$ cat config.mk
export PLATFORM = sky130hd
export DESIGN_NAME = serial_slave_command_engine_core
export DESIGN_NICKNAME = d
export VERILOG_FILES = /design/src/hdl/ssce_pkg.sv /design/src/hdl/ssce_in_stage.sv /design/src/hdl/ssce_engine.sv /design/src/hdl/ssce_out_stage.sv /design/src/hdl/serial_slave_command_engine_core.sv
export SDC_FILE = /design/constraint.sdc
export NUM_CORES = 1
export LEC_CHECK = 0
export BUFFER_PORTS_ARGS = -buffer_cell sky130_fd_sc_hd__buf_2
export CAP_MARGIN = 40
export CORE_MARGIN = 1.5
export CORE_UTILIZATION = 45
export DETAILED_ROUTE_END_ITERATION = 6
export GPL_TIMING_DRIVEN = 0
export PLACE_DENSITY = 0.67
export SYNTH_ARGS = -nofsm -noshare
export SYNTH_HDL_FRONTEND = slang
export SYNTH_SLANG_ARGS = --single-unit
$ cat constraint.sdc
create_clock -name clock -period 7.8 [get_ports clock]
set_input_delay 1.17 -clock clock [delete_from_list [all_inputs] [get_ports clock]]
set_output_delay 1.17 -clock clock [all_outputs]
set_load 0.05 [all_outputs]
$ cat src/hdl/ssce_pkg.sv
// Shared types and constants for the serial slave command engine.
// Used by every module under hdl; no dependencies of its own.
package ssce_pkg;

   // bus event codes
   localparam logic [2:0] OP_WRITE_BYTE = 3'd0;
   localparam logic [2:0] OP_READ_BYTE  = 3'd1;
   localparam logic [2:0] OP_WRITE_END  = 3'd2;
   localparam logic [2:0] OP_READ_NACK  = 3'd3;
   localparam logic [2:0] OP_HALF_TICK  = 3'd4;
   localparam logic [2:0] OP_SEC_TICK   = 3'd5;

   // command bytes
   localparam logic [7:0] CMD_ADD     = 8'h61;
   localparam logic [7:0] CMD_SUB     = 8'h64;
   localparam logic [7:0] CMD_COUNT   = 8'h63;
   localparam logic [7:0] CMD_SLEEP   = 8'h73;
   localparam logic [7:0] CMD_SETTIME = 8'h74;
   localparam logic [7:0] CMD_GETTIME = 8'h6E;
   localparam logic [7:0] CMD_NONE    = 8'hEE;

   // frame buffer and reply geometry
   localparam int unsigned RX_DEPTH    = 9;
   localparam int unsigned RX_IDX_W    = $clog2(RX_DEPTH);
   localparam int unsigned REPLY_BYTES = 4;

   typedef struct packed {
      logic [2:0] operation;
      logic [7:0] data_byte;
   } item_type;

   typedef struct packed {
      logic [7:0] read_byte;
      logic       asleep;
      logic       device_reset;
   } result_type;

endpackage

$ cat src/hdl/ssce_in_stage.sv
// Input register for bus event transactions.
// Depends on ssce_pkg for the item type.
module ssce_in_stage (
   input  logic               clock,
   input  logic               reset,
   input  logic               req_valid,
   output logic               req_ready,
   input  ssce_pkg::item_type req_item,
   input  logic               advance,
   output logic               item_valid,
   output ssce_pkg::item_type item
);

   logic               valid_ff;
   logic               valid_in;
   ssce_pkg::item_type item_ff;

   // free when empty or when the held item moves on this cycle
   assign req_ready = !valid_ff || advance;
   assign valid_in  = (req_valid && req_ready) || (valid_ff && !advance);

   always_ff @(posedge clock) begin
      if (reset) begin
         valid_ff <= 1'b0;
      end else begin
         valid_ff <= valid_in;
      end
   end

   always_ff @(posedge clock) begin
      if (req_valid && req_ready) begin
         item_ff <= req_item;
      end
   end

   assign item_valid = valid_ff;
   assign item       = item_ff;

endmodule

$ cat src/hdl/ssce_engine.sv
// Command engine state: frame buffer, reply store, counters, clock and sleep.
// Produces the result for the held item; state moves on when advance is high.
// Depends on ssce_pkg.
module ssce_engine (
   input  logic                 clock,
   input  logic                 reset,
   input  logic                 advance,
   input  ssce_pkg::item_type   item,
   output ssce_pkg::result_type result
);

   localparam int unsigned RXW = ssce_pkg::RX_IDX_W;

   logic [7:0]     rx_bytes_ff [ssce_pkg::RX_DEPTH];
   logic [7:0]     rx_bytes_in [ssce_pkg::RX_DEPTH];
   logic [RXW-1:0] rx_count_ff, rx_count_in;
   logic [7:0]     reply_bytes_ff [ssce_pkg::REPLY_BYTES];
   logic [7:0]     reply_bytes_in [ssce_pkg::REPLY_BYTES];
   logic           reply_valid_ff, reply_valid_in;
   logic [2:0]     reply_index_ff, reply_index_in;
   logic [31:0]    call_count_ff, call_count_in;
   logic [31:0]    half_count_ff, half_count_in;
   // running value of tick time plus offset, i.e. the reported clock
   logic [31:0]    clock_ff, clock_in;
   logic [31:0]    sleep_rem_ff, sleep_rem_in;
   logic           sleeping_ff, sleeping_in;

   logic [7:0]  cmd;
   logic [31:0] opnd_a, opnd_b;
   logic [31:0] call_inc;
   logic [31:0] clock_step, clock_sum;
   logic [31:0] reply_word;
   logic        known_cmd;
   logic        rearm;
   logic        pulse;
   logic [7:0]  rd_byte;

   assign cmd      = (rx_count_ff != '0) ? rx_bytes_ff[0] : ssce_pkg::CMD_NONE;
   assign opnd_a   = {rx_bytes_ff[4], rx_bytes_ff[3], rx_bytes_ff[2], rx_bytes_ff[1]};
   assign opnd_b   = {rx_bytes_ff[8], rx_bytes_ff[7], rx_bytes_ff[6], rx_bytes_ff[5]};
   assign call_inc = call_count_ff + 32'd1;

   // tick time is (half >> 1) + seconds; half wrap drops the halved term by 2^31-1
   always_comb begin
      if (item.operation == ssce_pkg::OP_HALF_TICK) begin
         if (half_count_ff == '1) begin
            clock_step = 32'h8000_0001;
         end else begin
            clock_step = {31'd0, half_count_ff[0]};
         end
      end else begin
         clock_step = 32'd1;
      end
   end
   assign clock_sum = clock_ff + clock_step;

   // reply value per command; set time replies with its operand
   always_comb begin
      known_cmd  = 1'b1;
      reply_word = opnd_a;
      case (cmd)
         ssce_pkg::CMD_ADD:     reply_word = opnd_a + opnd_b;
         ssce_pkg::CMD_SUB:     reply_word = opnd_a - opnd_b;
         ssce_pkg::CMD_COUNT:   reply_word = call_inc;
         ssce_pkg::CMD_SLEEP:   reply_word = opnd_a;
         ssce_pkg::CMD_SETTIME: reply_word = opnd_a;
         ssce_pkg::CMD_GETTIME: reply_word = clock_ff;
         default:               known_cmd  = 1'b0;
      endcase
   end

   // next state for the held transaction
   always_comb begin
      rx_bytes_in    = rx_bytes_ff;
      rx_count_in    = rx_count_ff;
      reply_bytes_in = reply_bytes_ff;
      reply_valid_in = reply_valid_ff;
      reply_index_in = reply_index_ff;
      call_count_in  = call_count_ff;
      half_count_in  = half_count_ff;
      clock_in       = clock_ff;
      sleep_rem_in   = sleep_rem_ff;
      sleeping_in    = sleeping_ff;
      rearm          = 1'b0;
      pulse          = 1'b0;
      rd_byte        = 8'h00;

      if (sleeping_ff) begin
         if (item.operation == ssce_pkg::OP_SEC_TICK) begin
            clock_in     = clock_sum;
            sleep_rem_in = sleep_rem_ff - 32'd1;
            if (sleep_rem_ff == 32'd1) begin
               sleeping_in = 1'b0;
               pulse       = 1'b1;
               rearm       = 1'b1;
            end
         end
      end else begin
         case (item.operation)
            ssce_pkg::OP_WRITE_BYTE: begin
               if (rx_count_ff < RXW'(ssce_pkg::RX_DEPTH)) begin
                  rx_bytes_in[rx_count_ff] = item.data_byte;
                  rx_count_in              = rx_count_ff + RXW'(1);
               end
            end
            ssce_pkg::OP_READ_BYTE: begin
               if (reply_valid_ff && !reply_index_ff[2]) begin
                  rd_byte        = reply_bytes_ff[reply_index_ff[1:0]];
                  reply_index_in = reply_index_ff + 3'd1;
               end
            end
            ssce_pkg::OP_WRITE_END: begin
               if (known_cmd) begin
                  call_count_in  = call_inc;
                  reply_valid_in = 1'b1;
                  for (int k = 0; k < ssce_pkg::REPLY_BYTES; k++) begin
                     reply_bytes_in[k] = reply_word[8*k +: 8];
                  end
                  if (cmd == ssce_pkg::CMD_SLEEP) begin
                     sleep_rem_in = opnd_a;
                  end
                  if (cmd == ssce_pkg::CMD_SETTIME) begin
                     clock_in = opnd_a;
                  end
               end
               rearm = 1'b1;
            end
            ssce_pkg::OP_READ_NACK: begin
               if (sleep_rem_ff != 32'd0) begin
                  sleeping_in = 1'b1;
               end else begin
                  rearm = 1'b1;
               end
            end
            ssce_pkg::OP_HALF_TICK: begin
               half_count_in = half_count_ff + 32'd1;
               clock_in      = clock_sum;
            end
            ssce_pkg::OP_SEC_TICK: begin
               clock_in = clock_sum;
            end
            default: begin
            end
         endcase
      end

      // start a fresh frame
      if (rearm) begin
         rx_count_in    = '0;
         reply_index_in = 3'd0;
         rx_bytes_in[0] = ssce_pkg::CMD_NONE;
      end
   end

   always_ff @(posedge clock) begin
      if (reset) begin
         rx_bytes_ff[0] <= ssce_pkg::CMD_NONE;
         for (int i = 1; i < ssce_pkg::RX_DEPTH; i++) begin
            rx_bytes_ff[i] <= 8'h00;
         end
         for (int i = 0; i < ssce_pkg::REPLY_BYTES; i++) begin
            reply_bytes_ff[i] <= 8'h00;
         end
         rx_count_ff    <= '0;
         reply_valid_ff <= 1'b0;
         reply_index_ff <= 3'd0;
         call_count_ff  <= 32'd0;
         half_count_ff  <= 32'd0;
         clock_ff       <= 32'd0;
         sleep_rem_ff   <= 32'd0;
         sleeping_ff    <= 1'b0;
      end else if (advance) begin
         rx_bytes_ff    <= rx_bytes_in;
         reply_bytes_ff <= reply_bytes_in;
         rx_count_ff    <= rx_count_in;
         reply_valid_ff <= reply_valid_in;
         reply_index_ff <= reply_index_in;
         call_count_ff  <= call_count_in;
         half_count_ff  <= half_count_in;
         clock_ff       <= clock_in;
         sleep_rem_ff   <= sleep_rem_in;
         sleeping_ff    <= sleeping_in;
      end
   end

   assign result.read_byte    = rd_byte;
   assign result.asleep       = sleeping_in;
   assign result.device_reset = pulse;

   // checks
   a_pulse_wakes: assert property (@(posedge clock) disable iff (reset)
      advance && result.device_reset |-> !result.asleep && sleeping_ff)
      else $error("device reset without leaving sleep");

   a_pulse_at_one: assert property (@(posedge clock) disable iff (reset)
      advance && result.device_reset |-> sleep_rem_ff == 32'd1)
      else $error("device reset before countdown end");

   a_sleep_count: assert property (@(posedge clock) disable iff (reset)
      sleeping_ff |-> sleep_rem_ff != 32'd0)
      else $error("asleep with nothing left to count");

   a_sleep_ignores_bus: assert property (@(posedge clock) disable iff (reset)
      advance && sleeping_ff && item.operation != ssce_pkg::OP_SEC_TICK |=>
         $stable(clock_ff) && $stable(rx_count_ff) && $stable(half_count_ff))
      else $error("state changed by an event while asleep");

   a_frame_bound: assert property (@(posedge clock) disable iff (reset)
      rx_count_ff <= RXW'(ssce_pkg::RX_DEPTH))
      else $error("frame count beyond buffer depth");

endmodule

$ cat src/hdl/ssce_out_stage.sv
// Result register for response transactions.
// Depends on ssce_pkg for the result type.
module ssce_out_stage (
   input  logic                 clock,
   input  logic                 reset,
   input  logic                 advance,
   input  ssce_pkg::result_type result,
   output logic                 has_space,
   output logic                 rsp_valid,
   input  logic                 rsp_ready,
   output ssce_pkg::result_type rsp_result
);

   logic                 valid_ff;
   logic                 valid_in;
   ssce_pkg::result_type result_ff;

   // room when empty or when the held result is taken this cycle
   assign has_space = !valid_ff || rsp_ready;
   assign valid_in  = advance || (valid_ff && !rsp_ready);

   always_ff @(posedge clock) begin
      if (reset) begin
         valid_ff <= 1'b0;
      end else begin
         valid_ff <= valid_in;
      end
   end

   always_ff @(posedge clock) begin
      if (advance) begin
         result_ff <= result;
      end
   end

   assign rsp_valid  = valid_ff;
   assign rsp_result = result_ff;

endmodule

$ cat src/hdl/serial_slave_command_engine_core.sv
// Serial slave command engine: one bus event in, one result out.
// Path: the request is registered in the input stage, then its result in the result register.
// Throughput: one transaction per cycle; rsp_ready low with a full output holds both stages.
// Reset: synchronous, active high; frame buffer rearmed, reply, counters, clock, sleep cleared.
// Depends on ssce_pkg, ssce_in_stage, ssce_engine, ssce_out_stage.
module serial_slave_command_engine_core (
   input  logic       clock,
   input  logic       reset,
   input  logic       req_valid,
   output logic       req_ready,
   input  logic [2:0] req_operation,
   input  logic [7:0] req_data_byte,
   output logic       rsp_valid,
   input  logic       rsp_ready,
   output logic [7:0] rsp_read_byte,
   output logic       rsp_asleep,
   output logic       rsp_device_reset
);

   ssce_pkg::item_type   req_item;
   ssce_pkg::item_type   item;
   ssce_pkg::result_type result;
   ssce_pkg::result_type rsp_result;
   logic                 item_valid;
   logic                 has_space;
   logic                 advance;

   assign req_item.operation = req_operation;
   assign req_item.data_byte = req_data_byte;

   // held item moves through the engine when the result register has room
   assign advance = item_valid && has_space;

   ssce_in_stage u_in (
      .clock      (clock),
      .reset      (reset),
      .req_valid  (req_valid),
      .req_ready  (req_ready),
      .req_item   (req_item),
      .advance    (advance),
      .item_valid (item_valid),
      .item       (item)
   );

   ssce_engine u_engine (
      .clock   (clock),
      .reset   (reset),
      .advance (advance),
      .item    (item),
      .result  (result)
   );

   ssce_out_stage u_out (
      .clock      (clock),
      .reset      (reset),
      .advance    (advance),
      .result     (result),
      .has_space  (has_space),
      .rsp_valid  (rsp_valid),
      .rsp_ready  (rsp_ready),
      .rsp_result (rsp_result)
   );

   assign rsp_read_byte    = rsp_result.read_byte;
   assign rsp_asleep       = rsp_result.asleep;
   assign rsp_device_reset = rsp_result.device_reset;

endmodule

==> summary.log, run 1 <==
qor: outcome.outcome completed
qor: timing.grt_setup_unrepaired no
qor: run.max_cap_violations 0
qor: setup_path.crit_path_max_incr_delay 0.50 ns
qor: floorplan.rows 68
qor: timing.fin_skew 0.0186 ns
qor: timing.achievable-frequency 183 MHz
qor: route.route.vias.total 16.0k
qor: setup_path.startpoint_type register
qor: clock_network.tritoncts.num_buffers 30
qor: synth.synth-edff-count 21
qor: setup_path.critical_path.cell_chain inv_1 -> ha_1 -> nor3b_1 -> buf_2 -> or3_1 -> nor2_1 -> clkbuf_1 -> a21oi_1 -> xnor2_1 -> ha_1 -> clkbuf_1 -> nand2_1 -> nor4_1 -> o211ai_1 -> nand3_1 -> a311oi_1 -> a2111oi_0 -> a211oi_1
qor: synth.netlist_instances 1996
qor: clock_network.cts_sinks 264
qor: final_layout.leading_cell_types_in_the_layout_fill_and_taps_excluded sky130_fd_sc_hd__dfxtp_1, sky130_fd_sc_hd__nand2_1, sky130_fd_sc_hd__a21oi_1, sky130_fd_sc_hd__nor2_1, sky130_fd_sc_hd__o21ai_0
qor: pwr.power_density 172 nW/um^2
qor: timing.final-setup-viol-count 0
qor: min_path.timing.hold.worst.class reg2reg
qor: pwr.report.power.total 2.99 mW
qor: route.remaining_drc_errors 0
qor: global_route.antenna_found_initial 4
qor: synth.synthesis_stage_register_bit_count 264
qor: synth.synth_largest_area_cell sky130_fd_sc_hd__dfxtp_1
qor: route.wire_per_inst 22.8 microns
qor: final_layout.area_growth_from_synthesis_to_layout 11.4%
qor: placement.hpwlAfterDp 42200 microns
qor: pwr.total_leakage_power 6.14 nW
qor: synth.postSynthAreaPerCell 7.82 sq um
qor: placement.detailed_place.area 16400 sq um
qor: clock_network.clk-insertion-delay-late 0.59 ns
qor: synth.synth_top_area_frac 0.312
qor: route.drt-total-wl 57800 microns
qor: timing.worst_slew_pin_slew 0.997 ns
qor: route.router_iterations_before_antenna_repair 7
qor: timing.final_hold_violation_count 0
qor: timing.finalWorstSetupSlack 2.34 ns
qor: synth.ys_async_sr_fraction 0
qor: synth.synth.area.top_cells sky130_fd_sc_hd__dfxtp_1, sky130_fd_sc_hd__a21oi_1, sky130_fd_sc_hd__nand2_1
qor: final_layout.post-route-util 0.506
qor: final_layout.layout.cells.most_common sky130_fd_sc_hd__dfxtp_1
qor: pwr.vdd_drop_max 0.159 mV
qor: clock_network.cts-resized-gates 0
qor: final_layout.stdcell_area 17400 sq um
qor: route.initialDrtViolationCount 1981
qor: synth.synth_top_family_by_area simple AND/OR/NAND/NOR gates
qor: final_layout.final_nets 2120
qor: setup_path.timing_worst_setup_path_type reg2reg
qor: timing.smallest_hold_slack 0.467 ns
qor: synth.dominantRegCellSynth sky130_fd_sc_hd__dfxtp_1
qor: global_route.via_count_of_the_first_global_routing_pass 14.2k
qor: global_route.sum_of_overflow_across_all_layers_after_global_routing 0
qor: floorplan.start_util 0.454
qor: placement.port_buffer_count 25
qor: synth.yosys.area_share.adder 0.0366
qor: final_layout.num-fill-cells 3372
qor: synth.seq_area_frac_synth 0.352
qor: clock_network.clock_tree.htree_level_count 1
qor: synth.synth-simple-area-share 0.255
qor: setup_path.critPathSlowestCell sky130_fd_sc_hd__nor4_1
qor: timing.post-route-min-period 5.46 ns
qor: final_layout.drive_gt1_frac 0.0662
qor: clock_network.largest_buffer_count_on_any_clock_path 3
qor: final_layout.antenna_diodes 0
qor: synth.synthesis.yosys.warnings 0
qor: route.routed_via_density 6.30
qor: placement.gpl.final_weighted_congestion 0.974
qor: floorplan.floorplan_core_area 34400 sq um
qor: timing.slew_violations 0
qor: timing.final_tns_setup 0 ns
qor: floorplan.design.die.area 35800 sq um
qor: clock_network.buffer_count_from_post_cts_setup_fixing 0
qor: timing.timing.max_slew.rel_slack 0.335
qor: setup_path.critical_path_peak_fanout 10
qor: placement.dpl.cell_count 2483
qor: clock_network.cts_hold_buf 0
qor: final_layout.stdcell_count 2539
qor: setup_path.endpoint_type_of_the_worst_setup_path register
qor: global_route.track_usage 0.316
qor: clock_network.cts.root.buffer_cell sky130_fd_sc_hd__clkbuf_16
qor: synth.synthMuxAreaShare 0.0199
qor: floorplan.io-pin-count 27
qor: clock_network.clk_transition_reported_paths 0.07 ns
qor: setup_path.critical_path_arrival 5.89 ns
qor: synth.synthXorXnorAreaFrac 0.0752
qor: route.route.antenna.remaining_nets 0
qor: global_route.first_pass_grt_wire_length 86100 microns
qor: timing.finalCritPeriodShare 0.700
qor: clock_network.tritoncts yes
qor: floorplan.die_height 189 microns
qor: placement.dp_worst_setup_slack 2.53 ns
qor: synth.synth-compound-area-share 0.220
qor: synth.synth_cell_types 83
qor: setup_path.critPathRequiredTime 8.24 ns
qor: synth.synth_fp_nets 2056
qor: global_route.pin_count_of_the_biggest_net_entering_global_routing 19
qor: floorplan.die_width 189 microns
qor: synth.netlist_area 15600 sq um
cell families after synthesis:
logic type	Yosys count
and+or+nand+nor	817
AOI/OAI and AO/OA	555
DFF	264
buffers and inverters	160
xor gates and xnor gates	134
adders and majority gates	45
muxes	21
routing by layer:
layer	track usage	share of wire
met4	0.154	0.053
met1	0.427	0.41
met3	0.0823	0.12
met5	0	0.00092
met2	0.467	0.41
synthesized netlist by cell type, types with 13 or more instances:
cell type,n
sky130_fd_sc_hd__dfxtp_1,243
sky130_fd_sc_hd__nand2_1,232
sky130_fd_sc_hd__a21oi_1,197
sky130_fd_sc_hd__nor2_1,182
sky130_fd_sc_hd__o21ai_0,135
sky130_fd_sc_hd__nand3_1,121
sky130_fd_sc_hd__clkbuf_1,103
sky130_fd_sc_hd__xor2_1,78
sky130_fd_sc_hd__nor3_1,57
sky130_fd_sc_hd__xnor2_1,56
sky130_fd_sc_hd__ha_1,44
sky130_fd_sc_hd__and3_1,34
sky130_fd_sc_hd__nand4_1,34
sky130_fd_sc_hd__a22oi_1,31
sky130_fd_sc_hd__or3_1,28
sky130_fd_sc_hd__inv_1,27
sky130_fd_sc_hd__a31oi_1,24
sky130_fd_sc_hd__nor4_1,24
sky130_fd_sc_hd__edfxtp_1,21
sky130_fd_sc_hd__or4_1,17
sky130_fd_sc_hd__and2_1,16
sky130_fd_sc_hd__a211oi_1,14
sky130_fd_sc_hd__a21o_1,14
sky130_fd_sc_hd__buf_2,14
sky130_fd_sc_hd__o31ai_1,14
sky130_fd_sc_hd__mux2i_1,13
sky130_fd_sc_hd__nand2b_1,13
sky130_fd_sc_hd__nor2b_1,13
registers in the layout, summed over array words and instances (netlist names):
| signal | flops |
|---|---|
| u_engine.reply_valid_ff | 1 |
| u_engine.call_count_ff | 32 |
| u_engine.rx_bytes_ff | 8 |
| u_engine.half_count_ff | 32 |
| u_out.rsp_result | 10 |
| u_in.item | 11 |
| u_engine.opnd_a | 32 |
| u_engine.rx_count_ff | 4 |
| u_engine.reply_bytes_ff | 32 |
| u_engine.sleeping_ff | 1 |
| u_engine.sleep_rem_ff | 32 |
| u_in.item_valid | 1 |
| u_out.rsp_valid | 1 |
| u_engine.reply_index_ff | 3 |
| u_engine.clock_ff | 32 |
| u_engine.opnd_b | 32 |
area by class of cell:
type	instances	area (sq um)	area share
Buffer	131	532	0.0306
Tap cell	455	569	0.0327
Clock buffer	44	915	0.0526
Timing Repair Buffer	32	176	0.0101
Multi-Input combinational cell	1572	9470	0.545
Clock inverter	12	126	0.00726
Sequential cell	264	5500	0.316
Inverter	29	109	0.00626
path summary, 6_finish.rpt:
check                                                start                          to  slack (ns)  depth (start not counted)
worst min register to register  u_engine.reply_index_ff[2]  u_engine.reply_index_ff[2]        0.47                          2
worst min-delay path            u_engine.reply_index_ff[2]  u_engine.reply_index_ff[2]        0.47                          2
worst max-delay path               u_engine.rx_count_ff[0]  u_engine.reply_bytes_ff[1]        2.34                         18
worst max register to register     u_engine.rx_count_ff[0]  u_engine.reply_bytes_ff[1]        2.34                         18
report_power, final:
part           switching, mW  leakage, nW  internal (mW)  total (mW)
Clock                  0.612        0.514          0.876        1.49
Combinational         0.0891         3.47         0.0263       0.115
Sequential            0.0105         2.16           1.38        1.39
critical path, delay by kind of cell, from the launching register on:
| kind | cells | cell delay [ns] |
|---|---|---|
| buffers and inverters | 4 | 1.12 |
| DFF | 1 | 0.44 |
| and+or+nand+nor | 6 | 2.00 |
| AOI/OAI and AO/OA | 5 | 1.08 |
| xor gates and xnor gates | 1 | 0.16 |
| adders and majority gates | 2 | 0.50 |
(Power assumes the default switching activity.)
==> run 2: changes to the inputs <==
Settings changed: PLACE_DENSITY 0.67 to 0.7.
Clock period 7.8 ns to 5 ns, I/O delays scaled along.
==> run 2 against run 1 <==
  * Sequential cell count is the same
  * Clock skew grew 0.015 ns
  * Clock-buffer cell count shrank 3
  * Wire length grew 1.5%
  * Maximum frequency grew 14%
  * Core utilization is essentially flat
  * Largest power group unchanged
==> summary.log, run 2 (synthesis gave the netlist of run 1 again) <==
qor: floorplan.design.die.area 35800 sq um [unchanged]
qor: pwr.internal_power 3.47 mW [+52%]
qor: clock_network.tritoncts yes
qor: setup_path.endpoint_type_of_the_worst_setup_path register
qor: final_layout.drive_gt1_frac 0.0697 [+0.00353]
qor: floorplan.rows 68 [unchanged]
qor: global_route.track_usage 0.322 [+0.00573]
qor: placement.hpwlAfterDp 42900 microns [+1.7%]
qor: final_layout.layout.cells.most_common sky130_fd_sc_hd__dfxtp_1
qor: route.remaining_drc_errors 0 [unchanged]
qor: clock_network.largest_buffer_count_on_any_clock_path 3 [unchanged]
qor: route.routed_via_density 6.34 [+0.52%]
qor: pwr.swShare 0.243 [+0.00456]
qor: clock_network.cts-resized-gates 4 [+4]
qor: timing.finalCritPeriodShare 0.958 [+0.259]
qor: clock_network.buffer_count_from_post_cts_setup_fixing 0 [unchanged]
qor: clock_network.clk-insertion-delay-late 0.61 ns [+0.02 ns]
qor: setup_path.critical_path_peak_fanout 10 [unchanged]
qor: setup_path.startpoint_type register
qor: global_route.pin_count_of_the_biggest_net_entering_global_routing 19 [unchanged]
qor: pwr.pwr-share-comb 0.039 [about the same]
qor: clock_network.cts.root.buffer_cell sky130_fd_sc_hd__clkbuf_16
qor: final_layout.leading_cell_types_in_the_layout_fill_and_taps_excluded sky130_fd_sc_hd__dfxtp_1, sky130_fd_sc_hd__nand2_1, sky130_fd_sc_hd__a21oi_1, sky130_fd_sc_hd__nor2_1, sky130_fd_sc_hd__o21ai_0
qor: pwr.switching_power 1.11 mW [+56%]
qor: min_path.timing.hold.worst.class in2reg
qor: setup_path.critPathRequiredTime 5.45 ns [-2.79 ns]
qor: pwr.power_density 263 nW/um^2 [+53%]
qor: global_route.sum_of_overflow_across_all_layers_after_global_routing 0 [unchanged]
qor: floorplan.floorplan_core_area 34400 sq um [unchanged]
qor: placement.dpl.cell_count 2481 [-0.081%]
qor: pwr.vdd_drop_max 0.296 mV [+87%]
qor: route.route.vias.total 16.1k [+0.32%]
qor: pwr.report.power.total 4.58 mW [+53%]
qor: timing.grt_setup_unrepaired no
qor: route.drt-total-wl 58700 microns [+1.5%]
qor: timing.achievable-frequency 209 MHz [+14%]
qor: floorplan.start_util 0.454 [unchanged]
qor: setup_path.critical_path_arrival 5.24 ns [-0.65 ns]
qor: placement.port_buffer_count 25 [unchanged]
qor: timing.final_hold_violation_count 0 [unchanged]
qor: setup_path.timing_worst_setup_path_type reg2reg
qor: final_layout.area_growth_from_synthesis_to_layout 11.4% [about the same]
qor: clock_network.clk_transition_reported_paths 0.07 ns [about the same]
qor: final_layout.final_nets 2117 [-0.14%]
qor: placement.dp_worst_setup_slack -0.439 ns [-2.97 ns]
qor: floorplan.io-pin-count 27 [unchanged]
qor: timing.finalWorstSetupSlack 0.208 ns [-2.13 ns]
qor: pwr.total_leakage_power 6.13 nW [-0.14%]
qor: global_route.antenna_found_initial 1 [-3]
qor: pwr.pwr-share-seq 0.472 [+0.008]
qor: floorplan.die_width 189 microns [unchanged]
qor: floorplan.die_height 189 microns [unchanged]
qor: route.initialDrtViolationCount 2121 [+7.1%]
qor: route.route.antenna.remaining_nets 0 [unchanged]
qor: clock_network.cts_hold_buf 0 [unchanged]
qor: route.router_iterations_before_antenna_repair 6 [-1]
qor: timing.final-setup-viol-count 0 [unchanged]
qor: outcome.outcome completed
qor: timing.post-route-min-period 4.79 ns [-0.665 ns]
qor: global_route.via_count_of_the_first_global_routing_pass 14.3k [+0.38%]
qor: clock_network.tritoncts.num_buffers 30 [unchanged]
qor: clock_network.cts_sinks 264 [unchanged]
qor: pwr.power_frac_clock 0.488 [-0.010]
qor: global_route.first_pass_grt_wire_length 87200 microns [+1.2%]
qor: final_layout.post-route-util 0.506 [about the same]
qor: final_layout.antenna_diodes 0 [unchanged]
qor: run.max_cap_violations 0 [unchanged]
qor: timing.final_tns_setup 0 ns [unchanged]
qor: placement.gpl.final_weighted_congestion 0.983 [+0.89%]
qor: final_layout.stdcell_count 2534 [-0.20%]
qor: timing.worst_slew_pin_slew 0.991 ns [-0.00560 ns]
qor: timing.timing.max_slew.rel_slack 0.333 [-0.00236]
qor: route.wire_per_inst 23.2 microns [+1.7%]
qor: clock_network.clock_tree.htree_level_count 1 [unchanged]
qor: timing.fin_skew 0.0341 ns [+0.0155 ns]
qor: timing.slew_violations 0 [unchanged]
run 2: path summary, 6_finish.rpt:
kind,startpoint,endpoint,slack [ns],cells after the start
setup / recovery,u_engine.rx_count_ff[0],u_engine.reply_bytes_ff[13],0.21,16
hold / removal,req_operation[1],u_in.item[9],0.32,1
setup reg to reg,u_engine.rx_count_ff[0],u_engine.reply_bytes_ff[13],0.21,16
hold reg to reg,u_engine.reply_bytes_ff[22],u_engine.reply_bytes_ff[22],0.47,2
run 2: final cells by class:
class,count,area (sq um)
inverter,29,109
clock inverter,13,146
clock buffer,41,842
sequential,264,5500
tap,455,569
buffer,130,533
multi-input combinational,1572,9530
timing repair buffer,30,163
fill,3382,17000
run 2: power groups by stage:
stage | registers [mW] | logic, mW | clock network (mW)
2_1_floorplan | 2.21 | 0.0950 | 0
3_3_place_gp | 2.21 | 0.172 | 0
3_5_place_dp | 2.21 | 0.174 | 0
4_1_cts | 2.16 | 0.175 | 2.24
5_1_grt | 2.16 | 0.191 | 2.32
6_report | 2.16 | 0.181 | 2.24
run 2: through the flow:
stage          hold WS, ns  cell area, sq um
4_1_cts              0.312             17300
2_1_floorplan        0.428             15600
5_1_grt              0.313             17400
3_3_place_gp         0.446             16300
6_report             0.317             17400
3_5_place_dp         0.450             16300
run 2: routing by layer:
| layer | routed length, microns | track usage | up-vias | part of all wire |
|---|---|---|---|---|
| met4 | 3610 | 0.179 | 2 | 0.061 |
| met1 | 23700 | 0.432 | 7584 | 0.40 |
| met3 | 7180 | 0.0832 | 173 | 0.12 |
| met5 | 11 | 0 | - | 0.00019 |
| met2 | 24300 | 0.469 | 876 | 0.41 |
| li1 | - | - | 7422 | - |
run 2: worst max-delay path, stage by stage (launching register included):
cell,delay (ns)
sky130_fd_sc_hd__dfxtp_1,0.45
sky130_fd_sc_hd__inv_1,0.13
sky130_fd_sc_hd__ha_1,0.24
sky130_fd_sc_hd__nor3b_4,0.19
sky130_fd_sc_hd__or3_1,0.45
sky130_fd_sc_hd__nor2_1,0.20
sky130_fd_sc_hd__clkbuf_2,0.28
sky130_fd_sc_hd__a21oi_1,0.08
sky130_fd_sc_hd__xnor2_1,0.14
sky130_fd_sc_hd__ha_1,0.35
sky130_fd_sc_hd__a21o_1,0.24
sky130_fd_sc_hd__a211o_1,0.28
sky130_fd_sc_hd__o21a_1,0.21
sky130_fd_sc_hd__o41ai_1,0.59
sky130_fd_sc_hd__o41ai_1,0.16
sky130_fd_sc_hd__xnor2_1,0.47
sky130_fd_sc_hd__a21boi_0,0.16
